--- src/hdl/lmp_pkg.sv ---
// Shared types and constants of the longest monotone path block.
// Depends on nothing; lmp_ctrl, lmp_dp and the top level import it.
`default_nettype none
package lmp_pkg;
  localparam int DEF_MAX_ROWS = 128;
  localparam int DEF_MAX_COLS = 128;
  localparam int DATA_W = 15;
  localparam int CFG_W = 8;
  localparam int CFG_IDX_W = 2;
  localparam logic [CFG_W-1:0] DIM_RESET = 8'd128;
  localparam logic [CFG_IDX_W-1:0] REG_NUM_ROWS = 2'd0;
  localparam logic [CFG_IDX_W-1:0] REG_NUM_COLS = 2'd1;

  typedef enum logic [2:0] {
    ST_IDLE,
    ST_CLEAR,
    ST_RSELF,
    ST_NB,
    ST_EVAL,
    ST_WB,
    ST_DONE
  } state_t;

  typedef struct packed {
    logic       load_we;
    logic       load_done;
    logic       cell_zero;
    logic       cell_step;
    logic       clear_we;
    logic       rd_nb;
    logic [1:0] nb_sel;
    logic       self_cap;
    logic       nb_eval;
    logic       sweep_init;
    logic       write_back;
    logic       result_load;
  } cmd_t;

  typedef struct packed {
    logic at_last;
    logic changed;
    logic out_busy;
  } status_t;
endpackage
`default_nettype wire

--- src/hdl/lmp_ctrl.sv ---
// Controller state machine of the longest monotone path block.
// Depends on lmp_pkg; drives the datapath through cmd_t and reads status_t.
`default_nettype none
module lmp_ctrl
  import lmp_pkg::*;
(
  input  wire logic    clk,
  input  wire logic    rst,
  input  wire logic    item_valid,
  input  wire logic    last_cell,
  output logic         item_stall,
  input  wire status_t status,
  output cmd_t         cmd
);
  state_t     state, state_next;
  logic [1:0] nb, nb_next;
  logic       accept;

  always_ff @(posedge clk) begin
    if (rst) begin
      state <= ST_IDLE;
      nb <= 2'd0;
    end else begin
      state <= state_next;
      nb <= nb_next;
    end
  end

  assign item_stall = (state != ST_IDLE);
  assign accept = item_valid & ~item_stall;

  always_comb begin
    state_next = state;
    nb_next = nb;
    cmd = '0;
    unique case (state)
      ST_IDLE: begin
        if (accept) begin
          cmd.load_we = 1'b1;
          if (last_cell) begin
            cmd.load_done = 1'b1;
            cmd.cell_zero = 1'b1;
            state_next = ST_CLEAR;
          end
        end
      end
      ST_CLEAR: begin
        cmd.clear_we = 1'b1;
        if (status.at_last) begin
          cmd.cell_zero = 1'b1;
          cmd.sweep_init = 1'b1;
          state_next = ST_RSELF;
        end else begin
          cmd.cell_step = 1'b1;
        end
      end
      ST_RSELF: begin
        nb_next = 2'd0;
        state_next = ST_NB;
      end
      ST_NB: begin
        cmd.rd_nb = 1'b1;
        cmd.nb_sel = nb;
        if (nb == 2'd0) begin
          cmd.self_cap = 1'b1;
        end else begin
          cmd.nb_eval = 1'b1;
        end
        nb_next = nb + 2'd1;
        if (nb == 2'd3) begin
          state_next = ST_EVAL;
        end
      end
      ST_EVAL: begin
        cmd.nb_eval = 1'b1;
        state_next = ST_WB;
      end
      ST_WB: begin
        cmd.write_back = 1'b1;
        state_next = ST_RSELF;
        if (status.at_last) begin
          cmd.cell_zero = 1'b1;
          if (status.changed) begin
            cmd.sweep_init = 1'b1;
          end else begin
            state_next = ST_DONE;
          end
        end else begin
          cmd.cell_step = 1'b1;
        end
      end
      ST_DONE: begin
        if (!status.out_busy) begin
          cmd.result_load = 1'b1;
          state_next = ST_IDLE;
        end
      end
      default: state_next = ST_IDLE;
    endcase
  end
endmodule
`default_nettype wire

--- config.mk ---
export PLATFORM = sky130hd
export DESIGN_NAME = lmp_ctrl
export DESIGN_NICKNAME = d
export VERILOG_FILES = /design/src/hdl/lmp_pkg.sv /design/src/hdl/lmp_ctrl.sv
export SDC_FILE = /design/constraint.sdc
export NUM_CORES = 1
export LEC_CHECK = 0
export BUFFER_PORTS_ARGS = -buffer_cell sky130_fd_sc_hd__buf_2
export CAP_MARGIN = 30
export CORE_AREA = 5 5 42 44
export CTS_CLUSTER_DIAMETER = 150
export CTS_CLUSTER_SIZE = 25
export DETAILED_ROUTE_END_ITERATION = 6
export DIE_AREA = 0 0 47 49
export GPL_ROUTABILITY_DRIVEN = 0
export HOLD_SLACK_MARGIN = 0.1
export PLACE_DENSITY = 0.67
export SYNTH_ARGS = -nofsm -noshare
export SYNTH_HDL_FRONTEND = slang
export SYNTH_SLANG_ARGS = --single-unit
--- constraint.sdc ---
create_clock -name clk -period 3.2 [get_ports clk]
set_input_delay 0.48 -clock clk [delete_from_list [all_inputs] [get_ports clk]]
set_output_delay 0.48 -clock clk [all_outputs]
set_load 0.02 [all_outputs]
# --- Word-level counts from Yosys, hierarchy flattened ---
# Cells that the tools add are included.
word_totals:
  word_cells: 50
  output_inout_bits: 14
  input_bits: 7
  reg_bits: 5
classes:
  n_bitwise: 2
  reduce_logical: 6
  muxes: 27
  n_eq_ne: 12
  n_addsub: 1
ops:
  columns: ["cell", "n"]
  rows:
  - ["$mux W3", 8]
  - ["$pmux W3 S7", 1]
  - ["$mux W1", 11]
  - ["$ne A2 B2 Y1 const B", 5]
  - ["$eq A3 B3 Y1 const B", 3]
  - ["$eq A3 B2 Y1 const B", 2]
  - ["$pmux W1 S2", 3]
  - ["$reduce_and A5 Y1", 1]
  - ["$mux W2", 2]
  - ["$mux W4", 1]
  - ["$pmux W2 S2", 1]
  - ["$eq A3 B1 Y1 const B", 1]
  - ["$logic_not A3 Y1", 1]
  - ["$reduce_bool A3 Y1", 1]
  - ["$add A2 B1 Y2 const B", 1]
  - ["$eq A2 B2 Y1 const B", 1]
  - ["$logic_not A2 Y1", 1]
  - ["$reduce_bool A2 Y1", 1]
  - ["$reduce_or A2 Y1", 1]
  - ["$and A1 B1 Y1", 1]
  - ["$not A1 Y1", 1]

# --- Depth between registers and ports, before layout ---
# Gate-level depths: netlist of run 1.
depth:
  ltp_word: 5
  ltp_mapped: 5
  depth_no_buf: 4

# --- Least setup slack after synthesis of run 1 ---
# Ideal clock, no wire load.
synth_timing:
  path_type: "input to output"
  startpoint: "in status[0] (netlist bit)"
  endpoint: "out cmd[0] (netlist bit)"
  path_buffers: 0
  arrival_time_ps: 1245
  t_required_ps: 2720
  path_stages: 2
  setup_slack_ps: 1475
  path_cell_list: "or2b_1 > nor3b_1"
synth_lines:
  columns: ["item", "line_no", "text"]
  rows:
  - ["start, declared", "lmp_ctrl.sv:12", "input wire status_t status,"]
  - ["end, declared", "lmp_ctrl.sv:13", "output cmd_t cmd"]

==> results of run 1 <==
==> layer usage <==
layer,vias to the layer above,track usage (%),share of wire (%)
li1,266,-,-
met1,227,12.33,41
met2,9,17.65,53
met3,0,1.107,5.8
met4,0,6.912,0
met5,-,0,0
==> flip-flops by register name, summed over array words and instances, names as in the netlist <==
register / count
nb: 2
state: 3
==> through the flow <==
stage                     area (um^2)  power [W]  hold slack, ns  instances
final                           608.1  0.0002433          0.4446        101
after global routing            608.1  0.0002638          0.4580        101
after CTS                       608.1  0.0002484          0.4387        101
after detailed placement        581.8  0.0001751          0.4734         97
after global placement          581.8  0.0001737          0.4622         97
after floorplan                 505.5  0.0001585          0.4425         66
==> worst max path at each step <==
stage / endpoint / cells past startpoint / start / slack, ns
6_report: cmd[3] / 4 / state[0] / 1.13
5_1_grt: cmd[3] / 4 / state[0] / 0.94
4_1_cts: cmd[3] / 4 / state[0] / 1.12
3_5_place_dp: cmd[3] / 4 / state[0] / 1.38
3_3_place_gp: cmd[3] / 4 / state[0] / 1.41
2_1_floorplan: cmd[0] / 2 / status[0] / 1.48
==> cells by family after synthesis <==
group / share of synthesized area (%)
buf+inv: 12.38
flops: 19.80
simple gates: 45.05
compound gates: 17.82
fa+ha+maj: 4.950
==> layout make-up <==
type                       instances  area share, %
clock buffer                       4          4.321
inverter                           5          3.086
multi-input combinational         51          56.38
sequential                         5          16.46
tap                               16          3.292
timing repair buffer              20          16.46
==> cells in the mapped netlist (2+ instances only) <==
cell type	count
o21ai_0	2
dfxtp_1	5
and4bb_2	2
ha_1	2
nand3b_1	3
nand2_1	7
a211o_1	2
buf_6	3
inv_1	5
nor2_1	8
a21oi_1	6
nor2b_1	2
nand2b_1	3
nor3b_1	2
buf_2	2
==> worst reg2reg max path, delay by kind of cell, from the launching register on <==
kind             cells  cell delay, ns
flip-flops           1            0.73
AO/OA/AOI/OAI        1            0.19
AND/OR/NAND/NOR      2            0.38
==> power breakdown <==
part	switching (W)	total [W]	internal [W]
Sequential	0.0000185	0.0000857	0.0000672
Combinational	0.0000459	0.0000876	0.0000416
Clock	0.0000230	0.0000700	0.0000470
==> results.md, run 1 <==
* CTS sink count at 5
* Unique masters post-synth at 27
* Crit path max-delay family: flip-flops
* HP Start: rst
* Initial antenna violation count at 0
* Routed len/inst at 10.56 um
* Buf/Inv on CP at 1
* GRT Total Usage at 10.71%
* Synthesized flop and latch total at 5
* Fillcell total at between 100 and 150
* Worst skew pair latency at 0.23 ns
* Leak at 0.2967 nW
* Final setup margin at 1.131 ns
* Tmin final at 2.069 ns
* Worst-path cell chain: and2b_4 > nand2_1 > o21ai_0 > buf_2
* Synth Net Count at 75
* Syn Area/Cell at 7.659 um^2
* Setup bufs post-CTS at 0
* R2r startpoint: state[1]
* DR vias/cell at approximately 5.0
* Area leader, netlist: dfxtp_1
* TritonCTS clock tree: built
* Mapped cell area at between 500 and 600 um^2
* Setup Viol. Count Final at 0
* CP Launch Type: flop
* Area of the die at 2303 um^2
* Global-route wire length before repair at 1876 um
* Final nets at 95
* Largest cells by area after synthesis: dfxtp_1 (20%), buf_6 (6.7%), a21oi_1 (5.9%)
* # H-tree levels at 1
* Die span in x at between 40 and 50 um
* Share of layout cells above drive strength 1 at 34.12%
* Fin. Hold Viols at 0
* Number of enable flip-flop cells after synthesis at 0
* Storage element area at 100.1 um^2
* RSZ-0062 raised after global routing: false
* Synth Flop Type: dfxtp_1
* Area grow syn2layout at 20.30%
* Reg2Reg Depth at 3
* Detail Route Antenna Nets at 0
* Syn Inst Count at 66
* Worst hold stages at 2
* VDD IR max at 0.2156 mV
* Layout Skew at 0.002308 ns
* Worst Setup Path Type: reg2out
* # resized after CTS at 0
* Clock transition at the registers of the reported paths at roughly 0.040 ns
* DRC Markers at 0
* Detailed Routing Iterations Pass 1 at 4
* Starting density of the core at a little over a third
* Vias in the first global route at between 400 and 500
* Status: completed
* Max Cap Viol at 0
* Row count at 14
* P per Cell Area at 400.1 nW/um^2
* Commonest non-fill, non-tap cells in the layout: buf_2 (20), nor2_1 (8), nand2_1 (7), a21oi_1 (6)
* Number of buffers added on ports at 20
* Synth Warn # at 0
* HP Class: in2reg
* Critical Path End Type: output pin
* Top cell type's share of synthesized area at 19.80%
* Fmax at 0.4834 GHz
* Clock Tree Buf Depth at 2
* Seq/Total Area, Yosys at 19.80%
* Post-Route WL at 1067 um
* Final setup TNS at 0 ns
* Starting DRT DRC Count at 11
* Slowest-stage cell, CP: dfxtp_1
* Worst slew margin at 56.83%
* Footprint of the multi-input gates at 342.8 um^2
* Period utilisation layout at approximately 65%
* CP max stage delay at 0.63 ns
* I/O pin count at 21
* Largest net degree at the start of global routing at 25
* Via Count at 502
* CTS Hold Buffers Added at 0
* Most common cell after layout, fill and taps aside: buf_2
* Hold EP: nb[1]
* Place WS at 1.385 ns
* Fraction of registers with async set/reset at 0%
* Total gr overflow at 0
* Fin util at 43.39%
* CTS root buffer: clkbuf_4
* Die span in y at 49 um
* CP arrival at 1.59 ns
* Terminus of the critical flop-to-flop path: state[2]
* Req. time, crit path at 2.72 ns
* R2R setup slack at 1.79 ns
* Ant diodes at 0
* CP max FO at 18
* Tightest Pin Transition at roughly 0.65 ns
* Max-slew violation count at 0
* CTS Buf Count at 3
* Core box area at between 1000 and 1500 um^2
* DP Wirelength at between 800 and 900 um
(Power assumes the default switching activity.)
==> run 2, diff against run 1 <==
--- a/config.mk
+++ b/config.mk
@@ -5,6 +5,7 @@
 export SDC_FILE = /design/constraint.sdc
 export NUM_CORES = 1
 export LEC_CHECK = 0
+export ABC_AREA = 1
 export BUFFER_PORTS_ARGS = -buffer_cell sky130_fd_sc_hd__buf_2
 export CAP_MARGIN = 30
 export CORE_AREA = 5 5 42 44
@@ -14,7 +15,7 @@
 export DIE_AREA = 0 0 47 49
 export GPL_ROUTABILITY_DRIVEN = 0
 export HOLD_SLACK_MARGIN = 0.1
-export PLACE_DENSITY = 0.67
+export PLACE_DENSITY = 0.61
 export SYNTH_ARGS = -nofsm -noshare
 export SYNTH_HDL_FRONTEND = slang
 export SYNTH_SLANG_ARGS = --single-unit
==> constraint.sdc (replaced) <==
create_clock -name clk -period 2 [get_ports clk]
set_input_delay 0.3 -clock clk [delete_from_list [all_inputs] [get_ports clk]]
set_output_delay 0.3 -clock clk [all_outputs]
set_load 0.02 [all_outputs]
==> results.md, run 2 <==
* Unique masters post-synth at 17 (-37%)
* Syn Area/Cell at 6.033 um^2 (-21%)
* Fraction of registers with async set/reset at 0% (unchanged)
* Global-route wire length before repair at 1483 um (-21%)
* Synth Flop Type: dfxtp_1
* Layout Skew at 0.0003589 ns (-0.001949 ns)
* # H-tree levels at 1 (unchanged)
* Starting density of the core at 31.43% (-4.6 points)
* Synth Warn # at 0 (unchanged)
* Clock power share at 15.0% (-14 points)
* Vias in the first global route at 403 (-12%)
* Commonest non-fill, non-tap cells in the layout: buf_2 (20), nor2_1 (17), nand2_1 (14), inv_1 (10)
* Final setup TNS at 0 ns (unchanged)
* Post-Route WL at 947 um (-11%)
* CP max stage delay at 0.49 ns (-0.14 ns)
* Area of the die at 2303 um^2 (unchanged)
* Most common cell after layout, fill and taps aside: buf_2
* Fmax at 0.6316 GHz
* Clock Tree Buf Depth at 2 (unchanged)
* Initial antenna violation count at 0 (unchanged)
* Regs by FF count: state (3), nb (2)
* Ant diodes at 0 (unchanged)
* Count leader, synth: nor2_1
* Synth Area in Adders at 5.682% (+0.73 points)
* Crit. path cell count at 5 (+1)
* Period utilisation layout at 79.17%
* CP Launch Type: flop
* Combinational Power Share at 60.5% (+25 points)
* Reg with most FFs: state
* Number of enable flip-flop cells after synthesis at 0 (unchanged)
* Synthesized flop and latch total at 5 (unchanged)
* Die span in y at 49 um (unchanged)
* CP arrival at 1.28 ns (-0.31 ns)
* TritonCTS clock tree: built
* VDD IR max at 0.6071 mV (+180%)
* Req. time, crit path at 1.70 ns (-1.02 ns)
* Critical Path End Type: output pin
* Row count at 14 (unchanged)
* R2r startpoint: state[0]
* Synth top cells by count: nor2_1 (17), nand2_1 (14), inv_1 (10)
* Synth Area in Compound Gates at 9.091% (-8.7 points)
* DRC Markers at 0 (unchanged)
* CTS Buf Count at 3 (unchanged)
* Status: completed
* Setup Viol. Count Final at 0 (unchanged)
* Share of layout cells above drive strength 1 at 36.84% (+2.7 points)
* Leak at 0.3235 nW (+9.0%)
* Core box area at 1401 um^2 (unchanged)
* Detailed Routing Iterations Pass 1 at 4 (unchanged)
* Terminus of the critical flop-to-flop path: state[2]
* Internal at 0.0003524 W (+130%)
* Buf/Inv on CP at 2 (+1)
* Worst skew pair latency at 0.23 ns (about the same)
* Synth Net Count at 82 (+9.3%)
* Fin. Hold Viols at 0 (unchanged)
* Clock transition at the registers of the reported paths at 0.04 ns (about the same)
* Largest net degree at the start of global routing at 10 (-60%)
* Switching share of power at 52.25% (+16 points)
* Xor and xnor area share after synthesis at 0% (unchanged)
* CTS sink count at 5 (unchanged)
* Routed len/inst at 8.532 um (-19%)
* Area grow syn2layout at 28.98%
* Worst Setup Path Type: reg2out
* DR vias/cell at 4.450 (-10%)
* Area leader, netlist: dfxtp_1
* Top cell type's share of synthesized area at 22.73% (+2.9 points)
* Final nets at 105 (+11%)
* CTS root buffer: clkbuf_4
* Seq/Total Area, Yosys at 22.73% (+2.9 points)
* I/O pin count at 21 (unchanged)
* GRT Total Usage at 8.380% (-2.3 points)
* Mapped cell area at 440.4 um^2 (-13%)
* Main combinational cell family by area after synthesis: simple AND/OR/NAND/NOR gates
* Sequential Power Share at 24.5% (-11 points)
* Critical Path Start: state[0]
* Total gr overflow at 0 (unchanged)
* CTS Hold Buffers Added at 0 (unchanged)
* Setup bufs post-CTS at 0 (unchanged)
* CP max FO at 8 (-10)
* P per Cell Area at 1299 nW/um^2 (+220%)
* HP Class: in2reg
* Tot Pwr at 0.0007379 W (+200%)
* Starting DRT DRC Count at 15 (+4)
* Slowest-stage cell, CP: dfxtp_1
* Via Count at 494 (-1.6%)
* Detail Route Antenna Nets at 0 (unchanged)
* Worst slew margin at 77.90% (+21 points)
* Worst-path cell chain: inv_1 > nor2_2 > nand2_1 > o21ai_0 > buf_2
* Simple-Gate Fraction of Synth Area at 48.86% (+3.8 points)
* Largest cells by area after synthesis: dfxtp_1 (23%), nor2_1 (14%), nand2_1 (12%)
* Crit path max-delay family: flip-flops
* Worst hold stages at 2 (unchanged)
* DP Wirelength at 806.4 um (-1.6%)
* Max Cap Viol at 0 (unchanged)
* Fillcell total at 157 (+5.4%)
* Die span in x at 47 um (unchanged)
* Tightest Pin Transition at 0.3311 ns (-0.3156 ns)
* Syn Inst Count at 73 (+11%)
* # resized after CTS at 0 (unchanged)
* R2R setup slack at 0.78 ns (-1.01 ns)
* Max-slew violation count at 0 (unchanged)
* Reg2Reg Depth at 7 (+4)
* Mux contribution to synthesized area at 0% (unchanged)
* Crit path capture: cmd[10]
* Number of buffers added on ports at 20 (unchanged)
* Tmin final at 1.583 ns
* Max FFs per register at 3 (unchanged)
* RSZ-0062 raised after global routing: false
* P_sw at 0.0003856 W (+340%)
-- run 2: cell types whose count changed after synthesis, sizes merged, moves of 3 or more --
cell    previous run  this run
nand2b             3         0
o21ai              2         5
nand2              7        19
nand3b             3         0
a21oi              6         3
buf                5         2
nor2               8        21
nand3              0         3
inv                5        11
-- run 2: through the flow --
stage                     setup WS, ns  hold slack (ns)  cell area, um^2  utilization, %  std cells
after floorplan                 0.3942           0.3691            440.4               -         73
final                           0.4166           0.2363            568.0           40.54        111
after CTS                       0.4006           0.2302            568.0           40.54        111
after global placement          0.6760           0.4701            541.8           38.66        107
after detailed placement        0.6569           0.4789            541.8           38.66        107
after global routing            0.2961           0.2404            568.0           40.54        111
-- run 2: final cells by class --
cell class                      instances  area [um^2]  share of cell area [%]
Timing Repair Buffer                   20        100.1                   17.62
Clock buffer                            4        26.28                   4.626
Multi-Input combinational cell         55        280.3                   49.34
Inverter                               11        41.29                   7.269
Tap cell                               16        20.02                   3.524
Sequential cell                         5        100.1                   17.62
-- run 2: logic make-up after synthesis --
logic type      count (synthesis)
buf+inv                        13
simple gates                   45
compound gates                  8
fa+ha+maj                       2
flops                           5
-- run 2: worst min-delay path by stage --
stage,from,to,slack [ns]
after floorplan,rst,nb[1],0.37
after global placement,rst,nb[1],0.47
after detailed placement,nb[1],nb[1],0.48
after CTS,rst,nb[1],0.23
after global routing,rst,nb[1],0.24
final,rst,nb[1],0.24
-- run 2: routing by layer --
metal  wire (um)  track usage [%]
met5           0                0
met4           0            4.147
met3         115            2.214
met2         413            12.90
met1         418            10.33
-- run 2: power groups by stage --
stage                     Combinational [W]  Clock [W]  Sequential [W]
after floorplan                    0.000398          0        0.000144
after global placement             0.000454          0        0.000181
after detailed placement           0.000451          0        0.000182
after CTS                          0.000452   0.000115        0.000180
after global routing               0.000508   0.000125        0.000185
final                              0.000446   0.000111        0.000181
